### src/rtl/core/bskic_pkg.sv
// Package for the base-sigma k-mer index codec: widths, codes, state type
// and small saturation helpers shared by every file under rtl/core.
// No dependencies.
`default_nettype none

package bskic_pkg;

	// Packed index width carried through the arithmetic (16 to 64)
	localparam int INDEX_WIDTH = 64;

	// Fixed field widths of the channels
	localparam int IDX_FIELD_W = 64;
	localparam int DIGIT_W     = 8;
	localparam int LEN_W       = 7;
	localparam int RADIX_W     = 9;

	// Divider works one bit wider so that 2^INDEX_WIDTH itself can be divided
	localparam int DIV_W     = INDEX_WIDTH + 1;
	localparam int DIV_CNT_W = $clog2(DIV_W + 1);
	localparam int PROD_W    = INDEX_WIDTH + RADIX_W;

	// Digit store: one entry per digit position of the longest string
	localparam int MEM_DEPTH = 64;
	localparam int MEM_AW    = $clog2(MEM_DEPTH);

	localparam logic [IDX_FIELD_W-1:0] IDX_MASK =
		{IDX_FIELD_W{1'b1}} >> (IDX_FIELD_W - INDEX_WIDTH);
	localparam logic [DIV_W-1:0]   FULL_SCALE  = {1'b1, {INDEX_WIDTH{1'b0}}};
	localparam logic [LEN_W-1:0]   COUNT_SAT   = '1;
	localparam logic [DIGIT_W-1:0] DIGIT_MAX   = '1;
	localparam logic [RADIX_W-1:0] ALPHA_RESET = RADIX_W'(4);
	localparam logic [RADIX_W-1:0] RADIX_MIN   = RADIX_W'(2);

	// Request and result codes
	localparam logic REQ_ENCODE  = 1'b0;
	localparam logic REQ_DECODE  = 1'b1;
	localparam logic KIND_INDEX  = 1'b0;
	localparam logic KIND_DIGIT  = 1'b1;

	typedef enum logic [2:0] {
		ST_IDLE,
		ST_ML_INIT,
		ST_ML_RUN,
		ST_DEC_DIV,
		ST_DEC_WAIT,
		ST_DEC_RD,
		ST_DEC_OUT
	} state_t;

	// Divider status towards the sequencer
	typedef struct packed {
		logic busy;
		logic done;
	} div_stat_t;

	// Encode accumulator strobes
	typedef struct packed {
		logic take;
		logic last;
	} enc_ctrl_t;

	// Radix in use: values below two act as two
	function automatic logic [RADIX_W-1:0] eff_radix(input logic [RADIX_W-1:0] a);
		eff_radix = (a < RADIX_MIN) ? RADIX_MIN : a;
	endfunction

	function automatic logic [DIGIT_W-1:0] sat_rem(input logic [RADIX_W-1:0] v);
		sat_rem = (v > RADIX_W'(DIGIT_MAX)) ? DIGIT_MAX : v[DIGIT_W-1:0];
	endfunction

	function automatic logic [DIGIT_W-1:0] sat_wide(input logic [DIV_W-1:0] v);
		sat_wide = (v > DIV_W'(DIGIT_MAX)) ? DIGIT_MAX : v[DIGIT_W-1:0];
	endfunction

endpackage

`default_nettype wire

### src/rtl/core/bskic_if.sv
// Valid/ready channel interfaces for the codec: request and result.
// Depends on bskic_pkg.
`default_nettype none

interface bskic_req_if;
	import bskic_pkg::*;

	logic                   valid;
	logic                   ready;
	logic                   req_type;
	logic [DIGIT_W-1:0]     digit_in;
	logic                   last_digit;
	logic [IDX_FIELD_W-1:0] index_in;
	logic [LEN_W-1:0]       length_in;

	modport source (
		output valid, req_type, digit_in, last_digit, index_in, length_in,
		input  ready
	);
	modport sink (
		input  valid, req_type, digit_in, last_digit, index_in, length_in,
		output ready
	);
endinterface

interface bskic_res_if;
	import bskic_pkg::*;

	logic                   valid;
	logic                   ready;
	logic                   result_kind;
	logic [IDX_FIELD_W-1:0] index_out;
	logic [DIGIT_W-1:0]     digit_out;
	logic                   last_out;
	logic                   error_flag;

	modport source (
		output valid, result_kind, index_out, digit_out, last_out, error_flag,
		input  ready
	);
	modport sink (
		input  valid, result_kind, index_out, digit_out, last_out, error_flag,
		output ready
	);
endinterface

`default_nettype wire

### src/rtl/core/bskic_div_unit.sv
// Shared restoring divider, one quotient bit per cycle, DIV_W steps.
// Used for the maximum-length search and for decode. Depends on bskic_pkg.
`default_nettype none

module bskic_div_unit (
	input  wire logic                         clk,
	input  wire logic                         arst_n,
	input  wire logic                         start,
	input  wire logic [bskic_pkg::DIV_W-1:0]   dividend,
	input  wire logic [bskic_pkg::RADIX_W-1:0] divisor,
	output logic [bskic_pkg::DIV_W-1:0]        quotient,
	output logic [bskic_pkg::RADIX_W-1:0]      remainder,
	output bskic_pkg::div_stat_t               stat
);
	import bskic_pkg::*;

	logic [DIV_W-1:0]     dvd_q;
	logic [RADIX_W-1:0]   rem_q;
	logic [DIV_CNT_W-1:0] cnt_q;
	logic                 busy_q;
	logic                 done_q;
	logic [RADIX_W:0]     shifted;
	logic [RADIX_W:0]     diff;
	logic                 ge;
	logic [RADIX_W-1:0]   rem_nxt;

	// One compare-subtract step
	always_comb begin
		shifted = {rem_q, dvd_q[DIV_W-1]};
		diff    = shifted - {1'b0, divisor};
		ge      = shifted >= {1'b0, divisor};
		rem_nxt = ge ? diff[RADIX_W-1:0] : shifted[RADIX_W-1:0];
	end

	// Step control
	always_ff @(posedge clk or negedge arst_n) begin
		if (!arst_n) begin
			cnt_q  <= '0;
			busy_q <= 1'b0;
			done_q <= 1'b0;
		end else if (start) begin
			cnt_q  <= DIV_CNT_W'(DIV_W);
			busy_q <= 1'b1;
			done_q <= 1'b0;
		end else if (busy_q) begin
			cnt_q <= cnt_q - DIV_CNT_W'(1);
			if (cnt_q == DIV_CNT_W'(1)) begin
				busy_q <= 1'b0;
				done_q <= 1'b1;
			end
		end else begin
			done_q <= 1'b0;
		end
	end

	// Dividend shifts out at the top while quotient bits enter at the bottom
	always_ff @(posedge clk) begin
		if (start) begin
			dvd_q <= dividend;
			rem_q <= '0;
		end else if (busy_q) begin
			dvd_q <= {dvd_q[DIV_W-2:0], ge};
			rem_q <= rem_nxt;
		end
	end

	assign quotient  = dvd_q;
	assign remainder = rem_q;
	assign stat.busy = busy_q;
	assign stat.done = done_q;

endmodule

`default_nettype wire

### src/rtl/core/bskic_enc_acc.sv
// Encode accumulator: Horner step index*sigma + digit, digit count and the
// sticky string error. Depends on bskic_pkg.
`default_nettype none

module bskic_enc_acc (
	input  wire logic                         clk,
	input  wire logic                         arst_n,
	input  wire bskic_pkg::enc_ctrl_t         ctrl,
	input  wire logic [bskic_pkg::DIGIT_W-1:0] digit,
	input  wire logic [bskic_pkg::RADIX_W-1:0] radix,
	input  wire logic [bskic_pkg::LEN_W-1:0]   max_len,
	output logic [bskic_pkg::INDEX_WIDTH-1:0]  index_nxt,
	output logic                               err_nxt
);
	import bskic_pkg::*;

	logic [INDEX_WIDTH-1:0] run_q;
	logic [LEN_W-1:0]       cnt_q;
	logic                   err_q;
	logic [PROD_W-1:0]      prod;
	logic [LEN_W-1:0]       cnt_nxt;

	// Multiply-accumulate, wrapping at the index width
	always_comb begin
		prod      = PROD_W'(run_q) * PROD_W'(radix);
		index_nxt = INDEX_WIDTH'(prod + PROD_W'(digit));
		cnt_nxt   = (cnt_q == COUNT_SAT) ? COUNT_SAT : cnt_q + LEN_W'(1);
		err_nxt   = err_q || ({1'b0, digit} >= radix) || (cnt_nxt > max_len);
	end

	// String state, cleared after the last digit
	always_ff @(posedge clk or negedge arst_n) begin
		if (!arst_n) begin
			run_q <= '0;
			cnt_q <= '0;
			err_q <= 1'b0;
		end else if (ctrl.take) begin
			if (ctrl.last) begin
				run_q <= '0;
				cnt_q <= '0;
				err_q <= 1'b0;
			end else begin
				run_q <= index_nxt;
				cnt_q <= cnt_nxt;
				err_q <= err_nxt;
			end
		end
	end

endmodule

`default_nettype wire

### src/rtl/core/bskic_digit_mem.sv
// Decoded digit store, one write and one registered read port.
// Depends on bskic_pkg.
`default_nettype none

module bskic_digit_mem (
	input  wire logic                         clk,
	input  wire logic                         we,
	input  wire logic [bskic_pkg::MEM_AW-1:0]  waddr,
	input  wire logic [bskic_pkg::DIGIT_W-1:0] wdata,
	input  wire logic                         re,
	input  wire logic [bskic_pkg::MEM_AW-1:0]  raddr,
	output logic [bskic_pkg::DIGIT_W-1:0]      rdata
);
	import bskic_pkg::*;

	logic [DIGIT_W-1:0] mem [MEM_DEPTH];
	logic [DIGIT_W-1:0] rdata_q;

	always_ff @(posedge clk) begin
		if (we) begin
			mem[waddr] <= wdata;
		end
	end

	always_ff @(posedge clk) begin
		if (re) begin
			rdata_q <= mem[raddr];
		end
	end

	assign rdata = rdata_q;

endmodule

`default_nettype wire

### src/rtl/core/base_sigma_kmer_index_codec_top.sv
// Top level of the base-sigma k-mer index codec: sequencer, output register
// and assertions. Depends on bskic_pkg, bskic_if, bskic_div_unit,
// bskic_enc_acc and bskic_digit_mem.
//
//  channel  | dir | handshake           | payload
//  ---------+-----+---------------------+-------------------------------------------
//  req      | in  | valid/ready         | req_type digit_in last_digit index_in length_in
//  res      | out | valid/ready         | result_kind index_out digit_out last_out error_flag
//  cfg      | in  | cfg_we, no stall    | cfg_wdata (alphabet size)
//
// Encode request: each digit is taken in ST_IDLE; the last digit puts an index
// result into the output register. Decode request of length L: L-1 divisions
// on the shared divider, then the digits leave one at a time, each waiting for
// a free output register. After reset and after every configuration write the
// maximum length is searched on the same divider, up to 65 divisions (radix
// two); no request is taken meanwhile.
// A request is taken only while the output register is free or being drained.
`default_nettype none

module base_sigma_kmer_index_codec_top (
	input  wire logic                          clk,
	input  wire logic                          arst_n,
	bskic_req_if.sink                          req,
	bskic_res_if.source                        res,
	input  wire logic                          cfg_we,
	input  wire logic [bskic_pkg::RADIX_W-1:0] cfg_wdata
);
	import bskic_pkg::*;

	state_t state_q, state_d;

	logic [RADIX_W-1:0] alpha_q;
	logic [RADIX_W-1:0] radix;
	logic [LEN_W-1:0]   max_len_q;

	// Decode working registers
	logic [DIV_W-1:0]  dec_val_q;
	logic [MEM_AW-1:0] dec_cnt_q;
	logic [MEM_AW-1:0] dec_lastpos_q;
	logic              dec_err_q;
	logic [LEN_W-1:0]  len_m1;

	// Divider
	logic              div_start;
	logic [DIV_W-1:0]  div_dividend;
	logic [DIV_W-1:0]  div_quot;
	logic [RADIX_W-1:0] div_rem;
	div_stat_t         div_stat;

	// Encode
	enc_ctrl_t              enc_ctrl;
	logic [INDEX_WIDTH-1:0] enc_index_nxt;
	logic                   enc_err_nxt;

	// Digit store
	logic               mem_we;
	logic               mem_re;
	logic [DIGIT_W-1:0] mem_rdata;

	// Handshake and output register
	logic                   in_ready;
	logic                   accept;
	logic                   slot_free;
	logic                   out_load;
	logic                   out_kind;
	logic [IDX_FIELD_W-1:0] out_index;
	logic [DIGIT_W-1:0]     out_digit;
	logic                   out_last;
	logic                   out_err;
	logic                   res_valid_q;
	logic                   res_kind_q;
	logic [IDX_FIELD_W-1:0] res_index_q;
	logic [DIGIT_W-1:0]     res_digit_q;
	logic                   res_last_q;
	logic                   res_err_q;

	assign radix     = eff_radix(alpha_q);
	assign slot_free = !res_valid_q || res.ready;
	assign len_m1    = req.length_in - LEN_W'(1);

	bskic_div_unit u_div (
		.clk       (clk),
		.arst_n    (arst_n),
		.start     (div_start),
		.dividend  (div_dividend),
		.divisor   (radix),
		.quotient  (div_quot),
		.remainder (div_rem),
		.stat      (div_stat)
	);

	bskic_enc_acc u_enc (
		.clk       (clk),
		.arst_n    (arst_n),
		.ctrl      (enc_ctrl),
		.digit     (req.digit_in),
		.radix     (radix),
		.max_len   (max_len_q),
		.index_nxt (enc_index_nxt),
		.err_nxt   (enc_err_nxt)
	);

	bskic_digit_mem u_mem (
		.clk   (clk),
		.we    (mem_we),
		.waddr (dec_cnt_q),
		.wdata (sat_rem(div_rem)),
		.re    (mem_re),
		.raddr (dec_cnt_q),
		.rdata (mem_rdata)
	);

	// State register
	always_ff @(posedge clk or negedge arst_n) begin
		if (!arst_n) begin
			state_q <= ST_ML_INIT;
		end else begin
			state_q <= state_d;
		end
	end

	// Sequencer: next state and strobes
	always_comb begin
		state_d      = state_q;
		div_start    = 1'b0;
		div_dividend = dec_val_q;
		enc_ctrl     = '0;
		mem_we       = 1'b0;
		mem_re       = 1'b0;
		out_load     = 1'b0;
		out_kind     = KIND_INDEX;
		out_index    = '0;
		out_digit    = '0;
		out_last     = 1'b0;
		out_err      = 1'b0;
		in_ready     = (state_q == ST_IDLE) && slot_free && !cfg_we;
		accept       = req.valid && in_ready;

		unique case (state_q)
			ST_IDLE: begin
				if (accept) begin
					if (req.req_type == REQ_ENCODE) begin
						enc_ctrl.take = 1'b1;
						enc_ctrl.last = req.last_digit;
						if (req.last_digit) begin
							out_load  = 1'b1;
							out_kind  = KIND_INDEX;
							out_index = IDX_FIELD_W'(enc_index_nxt);
							out_last  = 1'b1;
							out_err   = enc_err_nxt;
						end
					end else if (req.length_in != '0) begin
						if (req.length_in > max_len_q) begin
							out_load = 1'b1;
							out_kind = KIND_DIGIT;
							out_last = 1'b1;
							out_err  = 1'b1;
						end else begin
							state_d = ST_DEC_DIV;
						end
					end
				end
			end
			ST_ML_INIT: begin
				div_start    = 1'b1;
				div_dividend = FULL_SCALE;
				state_d      = ST_ML_RUN;
			end
			ST_ML_RUN: begin
				if (div_stat.done) begin
					if (div_quot != '0) begin
						div_start    = 1'b1;
						div_dividend = div_quot;
					end else begin
						state_d = ST_IDLE;
					end
				end
			end
			ST_DEC_DIV: begin
				if (dec_cnt_q == '0) begin
					state_d = ST_DEC_OUT;
				end else begin
					div_start = 1'b1;
					state_d   = ST_DEC_WAIT;
				end
			end
			ST_DEC_WAIT: begin
				if (div_stat.done) begin
					mem_we  = 1'b1;
					state_d = ST_DEC_DIV;
				end
			end
			ST_DEC_RD: begin
				mem_re  = 1'b1;
				state_d = ST_DEC_OUT;
			end
			ST_DEC_OUT: begin
				if (slot_free) begin
					out_load  = 1'b1;
					out_kind  = KIND_DIGIT;
					out_digit = (dec_cnt_q == '0) ? sat_wide(dec_val_q) : mem_rdata;
					out_last  = (dec_cnt_q == dec_lastpos_q);
					out_err   = dec_err_q;
					state_d   = out_last ? ST_IDLE : ST_DEC_RD;
				end
			end
			default: begin
				state_d = ST_IDLE;
			end
		endcase

		// A new radix restarts the length search
		if (cfg_we) begin
			state_d = ST_ML_INIT;
		end
	end

	// Radix and maximum length
	always_ff @(posedge clk or negedge arst_n) begin
		if (!arst_n) begin
			alpha_q   <= ALPHA_RESET;
			max_len_q <= '0;
		end else begin
			if (cfg_we) begin
				alpha_q <= cfg_wdata;
			end
			if (state_q == ST_ML_INIT) begin
				max_len_q <= '0;
			end else if (state_q == ST_ML_RUN && div_stat.done && div_quot != '0) begin
				max_len_q <= max_len_q + LEN_W'(1);
			end
		end
	end

	// Decode position counter
	always_ff @(posedge clk or negedge arst_n) begin
		if (!arst_n) begin
			dec_cnt_q <= '0;
		end else if (state_q == ST_IDLE && accept && req.req_type == REQ_DECODE) begin
			dec_cnt_q <= len_m1[MEM_AW-1:0];
		end else if (state_q == ST_DEC_WAIT && div_stat.done) begin
			dec_cnt_q <= dec_cnt_q - MEM_AW'(1);
		end else if (state_q == ST_DEC_OUT && out_load && !out_last) begin
			dec_cnt_q <= dec_cnt_q + MEM_AW'(1);
		end
	end

	// Decode value, last position and range error
	always_ff @(posedge clk) begin
		if (state_q == ST_IDLE && accept && req.req_type == REQ_DECODE) begin
			dec_val_q     <= DIV_W'(req.index_in & IDX_MASK);
			dec_lastpos_q <= len_m1[MEM_AW-1:0];
			dec_err_q     <= (req.index_in & ~IDX_MASK) != '0;
		end else if (state_q == ST_DEC_WAIT && div_stat.done) begin
			dec_val_q <= div_quot;
		end else if (state_q == ST_DEC_DIV && dec_cnt_q == '0) begin
			// leading quotient at or above sigma means index >= sigma^length
			dec_err_q <= dec_err_q || (dec_val_q >= DIV_W'(radix));
		end
	end

	// Output register
	always_ff @(posedge clk or negedge arst_n) begin
		if (!arst_n) begin
			res_valid_q <= 1'b0;
		end else if (out_load) begin
			res_valid_q <= 1'b1;
		end else if (res.ready) begin
			res_valid_q <= 1'b0;
		end
	end

	always_ff @(posedge clk) begin
		if (out_load) begin
			res_kind_q  <= out_kind;
			res_index_q <= out_index;
			res_digit_q <= out_digit;
			res_last_q  <= out_last;
			res_err_q   <= out_err;
		end
	end

	assign req.ready       = in_ready;
	assign res.valid       = res_valid_q;
	assign res.result_kind = res_kind_q;
	assign res.index_out   = res_index_q;
	assign res.digit_out   = res_digit_q;
	assign res.last_out    = res_last_q;
	assign res.error_flag  = res_err_q;

	// Checks

	// nothing is emitted while a division is in flight
	assert property (@(posedge clk) disable iff (!arst_n)
		div_stat.busy |-> !out_load)
		else $error("result loaded while divider busy");

	// the length search never passes the widest string
	assert property (@(posedge clk) disable iff (!arst_n)
		max_len_q <= LEN_W'(MEM_DEPTH))
		else $error("maximum length out of range");

	// digit emission stays within the requested length
	assert property (@(posedge clk) disable iff (!arst_n)
		(state_q == ST_DEC_OUT || state_q == ST_DEC_RD) |-> dec_cnt_q <= dec_lastpos_q)
		else $error("decode position past last digit");

	// divider completion follows a busy cycle
	assert property (@(posedge clk) disable iff (!arst_n)
		div_stat.done |-> $past(div_stat.busy))
		else $error("divider done without work");

endmodule

`default_nettype wire
### src/flat_wrapper.sv
// flat-port wrapper written by rule: the top's interface ports become plain ports
module base_sigma_kmer_index_codec_top_flat import bskic_pkg::*;
  (clk, arst_n, cfg_we, cfg_wdata, req_valid, req_req_type, req_digit_in, req_last_digit, req_index_in, req_length_in, req_ready, res_valid, res_result_kind, res_index_out, res_digit_out, res_last_out, res_error_flag, res_ready);
  bskic_req_if req_i ();
  bskic_res_if res_i ();
  input  wire logic clk;
  input  wire logic arst_n;
  input  wire logic cfg_we;
  input  wire logic [bskic_pkg::RADIX_W-1:0] cfg_wdata;
  input wire logic [$bits(req_i.valid)-1:0] req_valid;
  input wire logic [$bits(req_i.req_type)-1:0] req_req_type;
  input wire logic [$bits(req_i.digit_in)-1:0] req_digit_in;
  input wire logic [$bits(req_i.last_digit)-1:0] req_last_digit;
  input wire logic [$bits(req_i.index_in)-1:0] req_index_in;
  input wire logic [$bits(req_i.length_in)-1:0] req_length_in;
  output wire logic [$bits(req_i.ready)-1:0] req_ready;
  output wire logic [$bits(res_i.valid)-1:0] res_valid;
  output wire logic [$bits(res_i.result_kind)-1:0] res_result_kind;
  output wire logic [$bits(res_i.index_out)-1:0] res_index_out;
  output wire logic [$bits(res_i.digit_out)-1:0] res_digit_out;
  output wire logic [$bits(res_i.last_out)-1:0] res_last_out;
  output wire logic [$bits(res_i.error_flag)-1:0] res_error_flag;
  input wire logic [$bits(res_i.ready)-1:0] res_ready;
  assign req_i.valid = req_valid;
  assign req_i.req_type = req_req_type;
  assign req_i.digit_in = req_digit_in;
  assign req_i.last_digit = req_last_digit;
  assign req_i.index_in = req_index_in;
  assign req_i.length_in = req_length_in;
  assign req_ready = req_i.ready;
  assign res_valid = res_i.valid;
  assign res_result_kind = res_i.result_kind;
  assign res_index_out = res_i.index_out;
  assign res_digit_out = res_i.digit_out;
  assign res_last_out = res_i.last_out;
  assign res_error_flag = res_i.error_flag;
  assign res_i.ready = res_ready;
  base_sigma_kmer_index_codec_top u_core (.clk(clk), .arst_n(arst_n), .req(req_i), .res(res_i), .cfg_we(cfg_we), .cfg_wdata(cfg_wdata));
endmodule
### config.mk
export PLATFORM = sky130hd
export DESIGN_NAME = base_sigma_kmer_index_codec_top_flat
export DESIGN_NICKNAME = d
export VERILOG_FILES = /design/src/rtl/core/bskic_pkg.sv /design/src/rtl/core/bskic_if.sv /design/src/rtl/core/bskic_div_unit.sv /design/src/rtl/core/bskic_enc_acc.sv /design/src/rtl/core/bskic_digit_mem.sv /design/src/rtl/core/base_sigma_kmer_index_codec_top.sv /design/src/flat_wrapper.sv
export SDC_FILE = /design/constraint.sdc
export NUM_CORES = 2
export LEC_CHECK = 0
export BUFFER_PORTS_ARGS = -buffer_cell sky130_fd_sc_hd__buf_2
export CAP_MARGIN = 30
export CORE_MARGIN = 1
export CORE_UTILIZATION = 50
export CTS_BUF_LIST = sky130_fd_sc_hd__clkbuf_16
export CTS_CLUSTER_DIAMETER = 40
export DETAILED_ROUTE_END_ITERATION = 8
export PLACE_DENSITY_LB_ADDON = 0.1
export RECOVER_POWER = 25
export SYNTH_ARGS = -nofsm -noshare
export SYNTH_HDL_FRONTEND = slang
export SYNTH_SLANG_ARGS = --single-unit
### constraint.sdc
create_clock -name clk -period 20.2 [get_ports clk]
set_input_delay 4.04 -clock clk [delete_from_list [all_inputs] [get_ports clk]]
set_output_delay 4.04 -clock clk [all_outputs]
set_load 0.03 [all_outputs]
======== Word-level counts from Yosys, hierarchy flattened ========
Memory sizes are Yosys's and may differ from the RTL's. A register that Yosys moved wholly into a read port is not among the register bits.
Index checks and enable logic that the tools add are counted.
word-level totals
  flip-flop bits (word level) ............. 328
  memory bits (writable) .................. 512
  input bits .............................. 95
  output and inout bits ................... 77
  word-level logic and storage cells ...... 167
  memories ................................ 1
cells by class
  add/subtract/negate cells ............... 8
  multiply operators ...................... 1
  order comparisons ....................... 8
  eq/ne operators ......................... 19
  mux-type cells .......................... 72
  bitwise logic cells ..................... 4
  reduce and logical (&&, ||, !) cells .... 32
memory list
  name              depth  width  rd ports  clocked after memory_dff  write ports  line                   RTL
  u_core.u_mem.mem  64     8      1         1                         1            bskic_digit_mem.sv:16  logic [DIGIT_W-1:0] mem [MEM_DEPTH];
operator list
  kind                                                             number
  two-way mux 65 bit                                               4
  two-way mux 64 bit                                               3
  one-hot mux 65 bit (2 select lines)                              1
  greater-or-equal comparator 65 x 9 -> 1 bit                      1
  greater-than comparator 65 x 8 -> 1 bit (second input constant)  1
  nonzero test 65 bit                                              1
  adder 64 x 8 -> 64 bit                                           1
  multiplier 64 x 9 -> 64 bit                                      1
  two-way mux 7 bit                                                6
  two-way mux 1 bit                                                30
  two-way mux 3 bit                                                10
  two-way mux 8 bit                                                3
  one-hot mux 3 bit (7 select lines)                               1
  two-way mux 6 bit                                                3
  two-way mux 9 bit                                                2
  != test 3 bit (second input constant)                            5
  adder 7 x 1 -> 7 bit (second input constant)                     2
  greater-than comparator 7 bit                                    2
  subtractor 6 x 1 -> 6 bit (second input constant)                2
  logical AND 1 bit                                                11
  greater-or-equal comparator 10 x 9 -> 1 bit                      1
  equality test 3 bit (second input constant)                      3
  greater-or-equal comparator 8 x 9 -> 1 bit                       1
  greater-than comparator 9 x 8 -> 1 bit (second input constant)   1
  26 further kinds                                                 48

======== Longest topological paths before layout ========
  depth in word-level cells ............... 12
  mapped depth ............................ 26
  gate-level depth less buffers ........... 23

======== Hierarchy ========
Synthesis repeated with hierarchy kept, for this count alone.
second synthesis, totals
  cells, all modules ...................... 4352
  area total of the unflattened synthesis .. 53735.3 um2
modules (own cells, without submodules)
  module                           instances  cells each  area each (um2)  seq. area each (um2)
  bskic_enc_acc                    1          2170        20333.3          1801.7
  bskic_digit_mem                  1          940         20246.9          15615.0
  base_sigma_kmer_index_codec_top  1          960         9140.0           5047.3
  bskic_div_unit                   1          282         4015.1           2357.3

======== Worst setup path after synthesis ========
Ideal clock, no wire load.
  path kind ............................... input port to output port
  start point ............................. input port res_ready
  end point ............................... output port req_ready
  arrival ................................. 4438 ps
  data required time ...................... 16160 ps
  path slack .............................. 11722 ps
  stages .................................. 2
  buffers on the path ..................... 0
  cells stage by stage .................... nor2b_1 -> nor3_4
on the way
  longest elaborated chain between the ends .. 3
ends and longest elaborated chain
  what                             line                                    RTL
  start, declared                  flat_wrapper.sv:23                      input wire logic [$bits(res_i.ready)-1:0] res_ready;
  logical OR 1 bit                 base_sigma_kmer_index_codec_top.sv:78   assign slot_free = !res_valid_q || res.ready;
  logical AND 1 bit (2 in series)  base_sigma_kmer_index_codec_top.sv:136  in_ready = (state_q == ST_IDLE) && slot_free && !cfg_we;
  end, declared                    flat_wrapper.sv:16                      output wire logic [$bits(req_i.ready)-1:0] req_ready;
Every way passes these cells.

======== Worst setup path in the final report ========
  start point ............................. input port cfg_we
  end point ............................... output port req_ready
on the way
  longest elaborated chain between the ends .. 2
ends and longest elaborated chain
  what               line                                    RTL
  start, declared    flat_wrapper.sv:8                       input wire logic cfg_we;
  logical NOT 1 bit  base_sigma_kmer_index_codec_top.sv:136
  logical AND 1 bit  base_sigma_kmer_index_codec_top.sv:136
Every way passes these cells.

==> run_results.csv <==
group,metric,value,unit
drt,wirelength,138.6,mm
timing,fmax,112.3,MHz
global_route,grt-ovfl-total,0,
timing,rsz0062_at_grt,"false",
clock_network,cts_resized,0,
clock_network,postCtsHoldBufs,0,
worst_setup_path,worst_path_largest_cell_delay,320,ps
worst_setup_path,crit_chain,"buf_2 -> nor3_4 -> buf_2",
drt,vias_per_cell,5.833,
drt,dr.pass1.iters,5,
pwr,power.density,150.0,nW/µm²
die,start_util,50.57,%
worst_setup_path,critPathArrivalTime,4870,ps
synth,ys_warn_count,0,
cells_and_area,layout.cells.non_filler,5816,
clock_network,root_buffer,"clkbuf_16",
placement,portBuffers,171,
placement,hpwl,91.46,mm
timing,setup_viol,0,
placement,placedCellCount,5597,
timing,min_period,8905,ps
worst_setup_path,path_class,"input pin to output port",
die,die_w,320.7,µm
timing,drv_slew,426,
timing,worst_pin_slew,3029,ps
drt,drt-initial-drc-count,3210,
drt,ant_nets,0,
clock_network,cts_tree,"built",
drt,wl_per_cell,23.84,µm
synth,synth-adder-area-share,20.65,%
synth,netlist_area,50790,µm²
placement,routabilityCongestion,0.9046,
clock_network,clock_sinks,848,
synth,synth_edf_count,730,
clock_network,clkLatencyLatePin,710,ps
synth,syn_nets,4981,
worst_setup_path,path_buf_inv,2,
cells_and_area,utilization,56.32,%
global_route,grt_pass1_wl,212.8,mm
global_route,grt_pass1_vias,34120,
synth,ys_types,88,
die,die_h,320.7,µm
drt,vias,33930,
synth,muxShareOfSynthArea,0.2439,%
run,maxCapViolCount,8,
synth,async_flop_share,12.62,%
worst_setup_path,cp_common_cell,"buf_2",
synth,ys_seq_elements,848,
timing,fin_tns_setup,0,ps
cells_and_area,most-common-layout-cells,"730 x edfxtp_1, 697 x nand2_1, 409 x fa_1",
worst_setup_path,cp_max_fo,20,
die,fp.coreArea,100400,µm²
clock_network,cts_max_level,3,
outcome,status,"finished, violations left",
clock_network,clk_path_buf_depth,3,
cells_and_area,area_growth,11.38,%
cells_and_area,layout_commonest_cell,"edfxtp_1",
global_route,antenna_found_initial,4,
pwr,ir_drop,100.2,µV
synth,yosysTopAreaCell,"edfxtp_1",
synth,synth_top_family_by_area,"adder cells",
outcome,violations,"max-capacitance violations, max-slew violations",
global_route,track_usage,27.37,%
timing,period_share,44.09,%
die,dieArea,102900,µm²
worst_setup_path,endpoint_kind,"output port",
synth,synth_top_flop_cell,"edfxtp_1",
worst_setup_path,cp_slowest_cell,"nor3_4",
die,io_pins,172,
pwr,leakage,23.61,nW
timing,hold_violations,0,
drt,drc,0,
clock_network,numCtsBuffers,116,
synth,synth_compound_area_share,10.25,%
timing,maxSlewHeadroom,-102.0,%
global_route,grt_max_degree,81,
clock_network,post_cts_buffers,0,
worst_setup_path,worstPathRequired,16160,ps
synth,synthSimpleGateAreaFrac,14.10,%
synth,synth.area.top_cells,"edfxtp_1 43%, fa_1 16%, dfrtp_1 5.2%",
clock_network,clkSlewWorstSetupHoldPaths,60,ps
worst_setup_path,crit_family,"buffers and inverters",
synth,syn_inst,4293,
cells_and_area,final_nets,5048,
timing,fin_skew,66.50,ps
die,row_count,116,
cells_and_area,layout-drive-gt1-share,10.90,%
synth,synth-seq-area-share,48.87,%
synth,synth_xor_area_share,1.931,%
hold_path,hold_path.class,"register to register",
synth,syn-mean-instance-area,11.83,µm²
synth,yosysTopAreaCellShare,43.16,%
worst_setup_path,start_kind,"input pin",
metal layers:
metal	vias to the layer above	part of all wire [%]	wire length [µm]	track usage [%]
met4	2	2.6	3559	7.220
met1	17420	44	60690	38.68
met5	-	0.0094	13	0
li1	15210	-	-	-
met2	1090	48	66720	44.76
met3	208	5.5	7667	3.498
metrics by stage:
stage / cell area [µm²] / total power, W / setup slack, ps / hold WS (ps)
after floorplan: 50790 / 0.005280 / 11720 / 427.9
after global placement: 52580 / 0.006417 / 11300 / 461.8
after detailed placement: 52670 / 0.006451 / 11280 / 465.3
after CTS: 56590 / 0.008520 / 11280 / 479.4
after global routing: 56570 / 0.009085 / 11240 / 483.7
final: 56570 / 0.008485 / 11290 / 479.7
Yosys cell counts, types with 69 or more instances:
cell type and count:
edfxtp_1 730, nand2_1 699, fa_1 409, and2_1 334, a22oi_1 231, inv_1 213
ha_1 184, nor2_1 176, clkbuf_1 167, a21oi_1 118, dfrtp_1 105, nand3_1 95
xnor2_1 80, buf_1 77, o21ai_0 69
where the power goes:
group	switching, W	leakage (nW)	total, W	internal, W
logic	0.00254	13.3	0.00396	0.00142
clock network	0.000809	1.93	0.00204	0.00123
registers	0.000272	8.33	0.00249	0.00222
total	0.00362	23.6	0.00849	0.00486
worst register-to-register path, stage by stage (launching register included):
cell      delay, ps
dfstp_2         830
inv_1           280
nand4_1         180
o21a_2          450
buf_4           610
nand2_1         180
fa_1            500
inv_1            50
fa_1            520
fa_1            440
fa_1            500
ha_1            310
ha_1            370
a21o_1          180
a21o_1          210
a22oi_4         240
a31oi_4         160
o211ai_2        350
a21oi_1         210
o31ai_1         540
o21ai_1         170
xnor2_1         290
nor2_1           60
registers in the layout (all words and copies together), names as in the netlist, 8 cells and up:
signal / cells
u_core.alpha_q: 9
u_core.dec_val_q: 65
u_core.res.digit_out: 8
u_core.res.index_out: 64
u_core.u_div.quotient: 65
u_core.u_div.remainder: 9
u_core.u_enc.run_q: 64
u_core.u_mem.mem: 512
u_core.u_mem.rdata: 8
layout make-up:
cell class                 count  area (µm²)
fill                        8580       43870
sequential                   848       24830
multi-input combinational   2954       24050
clock buffer                 117        2928
tap                         1357        1698
timing repair buffer         226        1262
clock inverter                99       996.0
inverter                     214       803.3
antenna                        1       2.502
kinds of logic (layout without fill, tap and decap cells):
family,Yosys count,in the layout
AO/OA/AOI/OAI,728,728
XOR/XNOR,112,112
adder cells (fa/ha/maj),593,593
buffers and inverters,491,656
flip-flops,848,848
multiplexers,12,12
other,0,1
AND/OR/NAND/NOR,1509,1509
final timing paths:
path                                                    from                                endpoint  slack [ps]  depth (start not counted)
max reg2reg                    u_core.alpha_q[2]$_DFFE_PN1P_  u_core.res.index_out[61]$_SDFFCE_PP0P_       12330                         22
min                        u_core.dec_val_q[64]$_SDFFE_PP0P_       u_core.dec_val_q[64]$_SDFFE_PP0P_         480                          2
max in group asynchronous                             arst_n           u_core.alpha_q[8]$_DFFE_PN0P_       15440                          2
min in group asynchronous                             arst_n           u_core.alpha_q[5]$_DFFE_PN0P_        3440                          1
min reg2reg                u_core.dec_val_q[64]$_SDFFE_PP0P_       u_core.dec_val_q[64]$_SDFFE_PP0P_         480                          2
max                                                   cfg_we                               req_ready       11290                          3
Note: power is estimated with default switching activity, not from simulation.
